<file path="src/design/rth_pkg.sv">
`timescale 1ns / 1ps
// ----------------------------------------------------------------------------
// rth_pkg
// Shared types and constants for the RGB to HSV converter.
// ----------------------------------------------------------------------------
package rth_pkg;

    // Default number of fraction bits on hue and saturation
    localparam int FRACTION_BITS_DEFAULT = 6;

    // Integer bits of the hue quotient: hue stays below 360 < 2**9
    localparam int HUE_INT_BITS = 9;

    localparam int CHANNEL_WIDTH = 8;
    localparam int HUE_WIDTH     = 15;
    localparam int SAT_WIDTH     = 14;

    localparam int DEG_PER_SECTOR = 60;
    localparam int GREEN_OFFSET   = 120;
    localparam int BLUE_OFFSET    = 240;
    localparam int FULL_TURN      = 360;
    localparam int SAT_SCALE      = 255;

    typedef enum logic [1:0] {
        SECTOR_RED,
        SECTOR_GREEN,
        SECTOR_BLUE
    } sector_t;

endpackage

</file>
<file path="src/design/rgb_to_hsv_converter.sv">
`timescale 1ns / 1ps
// ----------------------------------------------------------------------------
// rgb_to_hsv_converter
// RGB pixel to hue, saturation and value, fully pipelined.
// ----------------------------------------------------------------------------
// One pixel is taken every clock while pixel_stall is low, and one HSV result
// comes out for each. Two front stages find max, min, sector and the hue and
// saturation dividends, then a restoring divider pair retires one quotient
// bit per stage. The last divider stage is the output register; stalls back
// up only as far as the pipe is full, so bubbles are squeezed out while the
// output waits. A gray pixel gives hue 0, saturation 0 and gray_flag set.
// ----------------------------------------------------------------------------
module rgb_to_hsv_converter
    import rth_pkg::*;
#(
    parameter int FRACTION_BITS = FRACTION_BITS_DEFAULT
)
(
    input  logic                     clk,
    input  logic                     rst_n,
    input  logic                     pixel_valid,
    output logic                     pixel_stall,
    input  logic [CHANNEL_WIDTH-1:0] red,
    input  logic [CHANNEL_WIDTH-1:0] green,
    input  logic [CHANNEL_WIDTH-1:0] blue,
    output logic                     hsv_valid,
    input  logic                     hsv_stall,
    output logic [HUE_WIDTH-1:0]     hue,
    output logic [SAT_WIDTH-1:0]     saturation,
    output logic [CHANNEL_WIDTH-1:0] brightness,
    output logic                     gray_flag
);

    localparam int QW = HUE_INT_BITS + FRACTION_BITS;
    localparam int CW = CHANNEL_WIDTH;

    // Stage 1: extremes and sector
    logic                s1_valid_reg;
    logic                s1_gray_reg;
    logic [CW-1:0]       s1_hi_reg;
    logic [CW-1:0]       s1_delta_reg;
    sector_t             s1_sector_reg;
    logic signed [CW:0]  s1_diff_reg;

    logic                s1_gray_next;
    logic [CW-1:0]       s1_hi_next;
    logic [CW-1:0]       s1_lo_next;
    logic [CW-1:0]       s1_delta_next;
    sector_t             s1_sector_next;
    logic signed [CW:0]  s1_diff_next;

    // Stage 2: dividends and divisors
    logic                s2_valid_reg;
    logic                s2_gray_reg;
    logic [CW-1:0]       s2_bright_reg;
    logic [CW-1:0]       s2_hrem_reg;
    logic [QW-1:0]       s2_hlow_reg;
    logic [CW-1:0]       s2_hdiv_reg;
    logic [CW-1:0]       s2_srem_reg;
    logic [QW-1:0]       s2_slow_reg;
    logic [CW-1:0]       s2_sdiv_reg;

    logic signed [17:0]  diff_term;
    logic [16:0]         offset_term;
    logic [17:0]         num_wide;
    logic [16:0]         num;
    logic [15:0]         sat_prod;
    logic [CW-1:0]       s2_hrem_next;
    logic [QW-1:0]       s2_hlow_next;
    logic [CW-1:0]       s2_hdiv_next;
    logic [CW-1:0]       s2_srem_next;
    logic [QW-1:0]       s2_slow_next;
    logic [CW-1:0]       s2_sdiv_next;

    logic                div_stall;
    logic                s1_ready;
    logic                s2_ready;

    logic [QW-1:0]       hue_q;
    logic [QW-1:0]       sat_q;
    logic [31:0]         hue_full;
    logic [31:0]         sat_full;

    assign s2_ready    = !s2_valid_reg || !div_stall;
    assign s1_ready    = !s1_valid_reg || s2_ready;
    assign pixel_stall = !s1_ready;

    // Ties keep the earlier channel
    always_comb
    begin
        s1_gray_next   = (red == green) && (green == blue);
        s1_hi_next     = red;
        s1_sector_next = SECTOR_RED;
        if (red < green)
        begin
            s1_hi_next     = green;
            s1_sector_next = SECTOR_GREEN;
        end
        if (s1_hi_next < blue)
        begin
            s1_hi_next     = blue;
            s1_sector_next = SECTOR_BLUE;
        end
        s1_lo_next = red;
        if (s1_lo_next > green)
        begin
            s1_lo_next = green;
        end
        if (s1_lo_next > blue)
        begin
            s1_lo_next = blue;
        end
        s1_delta_next = s1_hi_next - s1_lo_next;
        case (s1_sector_next)
            SECTOR_RED:   s1_diff_next = $signed({1'b0, green}) - $signed({1'b0, blue});
            SECTOR_GREEN: s1_diff_next = $signed({1'b0, blue}) - $signed({1'b0, red});
            SECTOR_BLUE:  s1_diff_next = $signed({1'b0, red}) - $signed({1'b0, green});
            default:      s1_diff_next = '0;
        endcase
    end

    // Hue numerator 60*diff + offset*delta, wrapped into one full turn
    always_comb
    begin
        diff_term = 18'(s1_diff_reg) * 18'(DEG_PER_SECTOR);
        case (s1_sector_reg)
            SECTOR_RED:   offset_term = s1_diff_reg[CW]
                                        ? 17'(FULL_TURN * s1_delta_reg) : '0;
            SECTOR_GREEN: offset_term = 17'(GREEN_OFFSET * s1_delta_reg);
            SECTOR_BLUE:  offset_term = 17'(BLUE_OFFSET * s1_delta_reg);
            default:      offset_term = '0;
        endcase
        num_wide = 18'(diff_term) + 18'(offset_term);
        num      = num_wide[16:0];
        sat_prod = 16'(SAT_SCALE * s1_delta_reg);

        // Split each dividend so the seeded remainder is below its divisor
        if (s1_gray_reg)
        begin
            s2_hrem_next = '0;
            s2_hlow_next = '0;
            s2_hdiv_next = CW'(1);
            s2_srem_next = '0;
            s2_slow_next = '0;
            s2_sdiv_next = CW'(1);
        end
        else
        begin
            s2_hrem_next = num[16:HUE_INT_BITS];
            s2_hlow_next = QW'(num[HUE_INT_BITS-1:0]) << FRACTION_BITS;
            s2_hdiv_next = s1_delta_reg;
            s2_srem_next = {1'b0, sat_prod[15:HUE_INT_BITS]};
            s2_slow_next = QW'(sat_prod[HUE_INT_BITS-1:0]) << FRACTION_BITS;
            s2_sdiv_next = s1_hi_reg;
        end
    end

    always_ff @(posedge clk or negedge rst_n)
    begin
        if (!rst_n)
        begin
            s1_valid_reg <= 1'b0;
            s2_valid_reg <= 1'b0;
        end
        else
        begin
            if (s1_ready)
            begin
                s1_valid_reg <= pixel_valid;
            end
            if (s2_ready)
            begin
                s2_valid_reg <= s1_valid_reg;
            end
        end
    end

    always_ff @(posedge clk)
    begin
        if (s1_ready)
        begin
            s1_gray_reg   <= s1_gray_next;
            s1_hi_reg     <= s1_hi_next;
            s1_delta_reg  <= s1_delta_next;
            s1_sector_reg <= s1_sector_next;
            s1_diff_reg   <= s1_diff_next;
        end
        if (s2_ready)
        begin
            s2_gray_reg   <= s1_gray_reg;
            s2_bright_reg <= s1_hi_reg;
            s2_hrem_reg   <= s2_hrem_next;
            s2_hlow_reg   <= s2_hlow_next;
            s2_hdiv_reg   <= s2_hdiv_next;
            s2_srem_reg   <= s2_srem_next;
            s2_slow_reg   <= s2_slow_next;
            s2_sdiv_reg   <= s2_sdiv_next;
        end
    end

    rth_divider #(
        .FRACTION_BITS (FRACTION_BITS)
    ) u_divider (
        .clk        (clk),
        .rst_n      (rst_n),
        .up_valid   (s2_valid_reg),
        .up_stall   (div_stall),
        .hue_rem    (s2_hrem_reg),
        .hue_low    (s2_hlow_reg),
        .hue_div    (s2_hdiv_reg),
        .sat_rem    (s2_srem_reg),
        .sat_low    (s2_slow_reg),
        .sat_div    (s2_sdiv_reg),
        .bright_in  (s2_bright_reg),
        .gray_in    (s2_gray_reg),
        .dn_valid   (hsv_valid),
        .dn_stall   (hsv_stall),
        .hue_q      (hue_q),
        .sat_q      (sat_q),
        .bright_out (brightness),
        .gray_out   (gray_flag)
    );

    // Drop quotient bits above the field widths
    assign hue_full   = 32'(hue_q);
    assign sat_full   = 32'(sat_q);
    assign hue        = hue_full[HUE_WIDTH-1:0];
    assign saturation = sat_full[SAT_WIDTH-1:0];

endmodule

</file>
<file path="src/design/rth_divider.sv">
`timescale 1ns / 1ps
// ----------------------------------------------------------------------------
// rth_divider
// Pipelined restoring divider pair, one quotient bit per stage, for hue and
// saturation. Pixel sideband travels with the quotients.
// ----------------------------------------------------------------------------
module rth_divider
    import rth_pkg::*;
#(
    parameter int FRACTION_BITS = FRACTION_BITS_DEFAULT
)
(
    input  logic                          clk,
    input  logic                          rst_n,
    input  logic                          up_valid,
    output logic                          up_stall,
    input  logic [CHANNEL_WIDTH-1:0]      hue_rem,
    input  logic [HUE_INT_BITS+FRACTION_BITS-1:0] hue_low,
    input  logic [CHANNEL_WIDTH-1:0]      hue_div,
    input  logic [CHANNEL_WIDTH-1:0]      sat_rem,
    input  logic [HUE_INT_BITS+FRACTION_BITS-1:0] sat_low,
    input  logic [CHANNEL_WIDTH-1:0]      sat_div,
    input  logic [CHANNEL_WIDTH-1:0]      bright_in,
    input  logic                          gray_in,
    output logic                          dn_valid,
    input  logic                          dn_stall,
    output logic [HUE_INT_BITS+FRACTION_BITS-1:0] hue_q,
    output logic [HUE_INT_BITS+FRACTION_BITS-1:0] sat_q,
    output logic [CHANNEL_WIDTH-1:0]      bright_out,
    output logic                          gray_out
);

    localparam int QW = HUE_INT_BITS + FRACTION_BITS;
    localparam int NS = QW;
    localparam int CW = CHANNEL_WIDTH;

    logic [NS-1:0] valid_reg;
    logic [CW-1:0] h_rem_reg  [NS];
    logic [QW-1:0] h_word_reg [NS];
    logic [CW-1:0] h_div_reg  [NS];
    logic [CW-1:0] s_rem_reg  [NS];
    logic [QW-1:0] s_word_reg [NS];
    logic [CW-1:0] s_div_reg  [NS];
    logic [CW-1:0] bright_reg [NS];
    logic [NS-1:0] gray_reg;

    logic [NS-1:0] valid_src;
    logic [CW-1:0] h_rem_src  [NS];
    logic [QW-1:0] h_word_src [NS];
    logic [CW-1:0] h_div_src  [NS];
    logic [CW-1:0] s_rem_src  [NS];
    logic [QW-1:0] s_word_src [NS];
    logic [CW-1:0] s_div_src  [NS];
    logic [CW-1:0] bright_src [NS];
    logic [NS-1:0] gray_src;

    logic [CW:0]   h_trial    [NS];
    logic [CW:0]   s_trial    [NS];
    logic [NS-1:0] h_ge;
    logic [NS-1:0] s_ge;
    logic [CW-1:0] h_rem_next  [NS];
    logic [QW-1:0] h_word_next [NS];
    logic [CW-1:0] s_rem_next  [NS];
    logic [QW-1:0] s_word_next [NS];

    logic [NS:0]   ready;

    // A stage may load when empty or when the stage after it moves
    always_comb
    begin
        ready[NS] = !dn_stall;
        for (int k = NS - 1; k >= 0; k--)
        begin
            ready[k] = !valid_reg[k] || ready[k+1];
        end
    end

    assign up_stall = !ready[0];

    always_comb
    begin
        valid_src[0]  = up_valid;
        h_rem_src[0]  = hue_rem;
        h_word_src[0] = hue_low;
        h_div_src[0]  = hue_div;
        s_rem_src[0]  = sat_rem;
        s_word_src[0] = sat_low;
        s_div_src[0]  = sat_div;
        bright_src[0] = bright_in;
        gray_src[0]   = gray_in;
        for (int k = 1; k < NS; k++)
        begin
            valid_src[k]  = valid_reg[k-1];
            h_rem_src[k]  = h_rem_reg[k-1];
            h_word_src[k] = h_word_reg[k-1];
            h_div_src[k]  = h_div_reg[k-1];
            s_rem_src[k]  = s_rem_reg[k-1];
            s_word_src[k] = s_word_reg[k-1];
            s_div_src[k]  = s_div_reg[k-1];
            bright_src[k] = bright_reg[k-1];
            gray_src[k]   = gray_reg[k-1];
        end
    end

    // One restoring step per stage: shift in the next dividend bit, subtract
    // when it fits, shift the quotient bit in at the bottom of the word.
    always_comb
    begin
        for (int k = 0; k < NS; k++)
        begin
            h_trial[k]     = {h_rem_src[k], h_word_src[k][QW-1]};
            h_ge[k]        = h_trial[k] >= {1'b0, h_div_src[k]};
            h_rem_next[k]  = h_ge[k] ? CW'(h_trial[k] - {1'b0, h_div_src[k]})
                                     : h_trial[k][CW-1:0];
            h_word_next[k] = {h_word_src[k][QW-2:0], h_ge[k]};

            s_trial[k]     = {s_rem_src[k], s_word_src[k][QW-1]};
            s_ge[k]        = s_trial[k] >= {1'b0, s_div_src[k]};
            s_rem_next[k]  = s_ge[k] ? CW'(s_trial[k] - {1'b0, s_div_src[k]})
                                     : s_trial[k][CW-1:0];
            s_word_next[k] = {s_word_src[k][QW-2:0], s_ge[k]};
        end
    end

    always_ff @(posedge clk or negedge rst_n)
    begin
        if (!rst_n)
        begin
            valid_reg <= '0;
        end
        else
        begin
            for (int k = 0; k < NS; k++)
            begin
                if (ready[k])
                begin
                    valid_reg[k] <= valid_src[k];
                end
            end
        end
    end

    always_ff @(posedge clk)
    begin
        for (int k = 0; k < NS; k++)
        begin
            if (ready[k])
            begin
                h_rem_reg[k]  <= h_rem_next[k];
                h_word_reg[k] <= h_word_next[k];
                h_div_reg[k]  <= h_div_src[k];
                s_rem_reg[k]  <= s_rem_next[k];
                s_word_reg[k] <= s_word_next[k];
                s_div_reg[k]  <= s_div_src[k];
                bright_reg[k] <= bright_src[k];
                gray_reg[k]   <= gray_src[k];
            end
        end
    end

    assign dn_valid   = valid_reg[NS-1];
    assign hue_q      = h_word_reg[NS-1];
    assign sat_q      = s_word_reg[NS-1];
    assign bright_out = bright_reg[NS-1];
    assign gray_out   = gray_reg[NS-1];

    // Remainders never reach the divisor if the front end seeded them right
    a_hue_rem_bound: assert property (@(posedge clk) disable iff (!rst_n)
        valid_reg[NS-1] |-> (h_rem_reg[NS-1] < h_div_reg[NS-1]))
        else $error("hue remainder not below divisor");

    a_sat_rem_bound: assert property (@(posedge clk) disable iff (!rst_n)
        valid_reg[NS-1] |-> (s_rem_reg[NS-1] < s_div_reg[NS-1]))
        else $error("saturation remainder not below divisor");

    a_gray_zero: assert property (@(posedge clk) disable iff (!rst_n)
        (dn_valid && gray_out) |-> (hue_q == '0 && sat_q == '0))
        else $error("gray pixel with nonzero hue or saturation");

    a_stall_full: assert property (@(posedge clk) disable iff (!rst_n)
        up_stall |-> (&valid_reg && dn_stall))
        else $error("upstream stalled while the pipe has a bubble");

endmodule

</file>
<file path="config.mk">
export PLATFORM = sky130hd
export DESIGN_NAME = rgb_to_hsv_converter
export DESIGN_NICKNAME = d
export VERILOG_FILES = /design/src/design/rth_pkg.sv /design/src/design/rgb_to_hsv_converter.sv /design/src/design/rth_divider.sv
export SDC_FILE = /design/constraint.sdc
export NUM_CORES = 2
export LEC_CHECK = 0
export ABC_AREA = 1
export BUFFER_PORTS_ARGS = -buffer_cell sky130_fd_sc_hd__buf_2
export CORE_MARGIN = 2
export CORE_UTILIZATION = 46
export DETAILED_ROUTE_END_ITERATION = 10
export GPL_ROUTABILITY_DRIVEN = 1
export PLACE_DENSITY = 0.7
export SYNTH_ARGS = -nofsm -noshare
export SYNTH_HDL_FRONTEND = slang
export SYNTH_SLANG_ARGS = --single-unit
</file>
<file path="constraint.sdc">
create_clock -name clk -period 16.74 [get_ports clk]
set_input_delay 1.674 -clock clk [delete_from_list [all_inputs] [get_ports clk]]
set_output_delay 1.674 -clock clk [all_outputs]
set_load 0.02 [all_outputs]
</file>
==> metrics <==
run status completed; Via density 4.937; Reg2Reg Setup Slack 10.19 ns; Initial Util 46.17%; largest net degree at the start of global routing 69; placed cell areas 49550 um2; Fillers 8591; num ports 68; TritonCTS Buffers 96; top cell type's share of synthesized area 59.80%; critical path peak fanout 68; Syn Std Cell Area 47650 um2; Reg clk slew, reported paths 0.06 ns; share of layout cells above drive strength 1 6.861%; clock sink count 966; WHS 0.3931 ns; met1 usage 16.48%; Chip Width 325.9 um; Root Driver clkbuf_16; GRT Total Usage 14.81%; deepest clock path buffer count 3; Fmax achieved 111.5 MHz; Yosys top cell by area edfxtp_1; max cap viols 0; fin nets 4583; ys flop type edfxtp_1; die area 106200 um2; # diodes 0; grt total ovfl 0; CP arrival 7.29 ns; gpl congestion 0.8761; Via Count 27.32k; Yosys Warn Count 0; footprint of the multi-input gates 15920 um2; endpoints failing setup 0; crit share post-route 53.56%; CP endpoint kind output port; first-pass GRT wire length 129800 um; later-pin clock latency in the skew report 0.65 ns; final instance area 52890 um2; Clock Skew 0.02982 ns; top cells by count, synth edfxtp_1, inv_1, nand2_1, ha_1, a21oi_1; Initial DRT Pass Iterations 5; worst hold path class flip-flop to flip-flop; placement row count 118; Synth Area per Inst 12.07 um2; CTS tree done; count of pins over their slew limit 0; DRT iter0 DRCs 1394; Core Area 103200 um2; worst endpoint required time 15.07 ns; Yosys reg bits 966; die height 325.9 um; initial antenna violation count 0; critical path class input port to output port; Post-CTS Hold Fix Bufs 0; gr busiest metal met2; Layout area overhead 11.00%; Hold Vio Cnt, Final 0; slew margin rel. 21.89%; Post-synth ARST share 1.760%; Netlist cell types 49; drt total wl 77270 um; input/output buffers 67; CTS resizes 0; register area share after synthesis 60.69%; met2 Track Usage GR 28.64%; TNS Setup 0 ns; critical path launch point type input port; post-route DRC violation count 0; number of global-route vias before repair 27.64k; Final ANT Viol Nets 0; Synth area leaders edfxtp_1, ha_1, inv_1; post-layout util 51.25%; Post-synth EDFFs 949; fin crit period 8.967 ns; Slew @ Worst Pin 1.167 ns; RSZ-0062 raised after global routing false; syn nets 4455; register area 28920 um2; CTS H-tree lvls 3; count leader, synth edfxtp_1; post-CTS setup buffer count 0; Avg WL per Cell 13.96 um; met3 Use GR 2.052%; Syn Inst Count 3948; post-DP HPWL 57830 um
## per-layer routing
metal | wire length [um] | part of all wire (%)
met1 | 30760 | 40
met2 | 41880 | 54
met3 | 2307 | 3.0
met4 | 2319 | 3.0
met5 | 0 | 0
## worst max-delay path, cell delays in order
cell and delay [ns]:
buf_2 0.10, nand2_2 0.05, buf_4 0.44, nor2_4 0.08, nand2_4 0.07, buf_4 0.64, nor2_4 0.07, nand2_2 0.08
buf_4 0.62, nor2_4 0.08, nand2_4 0.60, nor2_4 0.07, nand2_2 0.08, buf_4 0.55, nor2_4 0.08, nand2_4 0.56
nor2_4 0.08, nand2_4 0.58, nor2_8 0.07, nand4_4 0.36, inv_2 0.05, buf_2 0.16
## cell families after synthesis
kind of cell	synth area share (%)
xor+xnor	3.455
fa+ha+maj	13.99
flops	60.69
buf+inv	5.902
compound gates	7.654
simple gates	8.300
## final timing paths
check | startpoint | cells after the start | to
worst max-delay path | hsv_stall | 22 | pixel_stall
worst min-delay path | u_divider.s_word_reg[0][77] | 0 | u_divider.s_word_reg[0][93]
worst max register to register | u_divider.valid_reg[14] | 20 | s2_srem_reg[6]
worst min register to register | u_divider.s_word_reg[0][77] | 0 | u_divider.s_word_reg[0][93]
max in group asynchronous | rst_n | 1 | u_divider.valid_reg[3]
min in group asynchronous | rst_n | 1 | u_divider.valid_reg[13]
## layout make-up
class,count,area share [%]
Clock buffer,108,4.703
Sequential cell,966,54.68
Inverter,682,4.840
Timing Repair Buffer,78,0.7901
Multi-Input combinational cell,2252,30.10
Tap cell,1380,3.264
Clock inverter,68,1.623
## cell usage in the layout (no fill, tap or decap), types with 46 or more instances in the layout
cell       synthesis  final
nand3_1           75     75
xnor2_1           80     80
nand4_1           46     46
a21oi_1          289    289
inv_1            678    671
xor2_1           108    108
o21ai_0          259    259
buf_2             28     67
nor2_1           244    244
clkbuf_16          0     96
edfxtp_1         949    949
ha_1             389    389
nand2_1          455    454
fa_1              90     90
## per-stage QoR
step / setup WS [ns] / cells
after detailed placement: 7.604 / 5358
after global routing: 7.071 / 5534
after floorplan: 7.872 / 3948
final: 7.773 / 5534
after CTS: 7.572 / 5534
after global placement: 7.746 / 5358
Power is left out: the tool's default activity adds up to more than one toggle a clock period on the data nets, which glitch-free logic cannot reach.
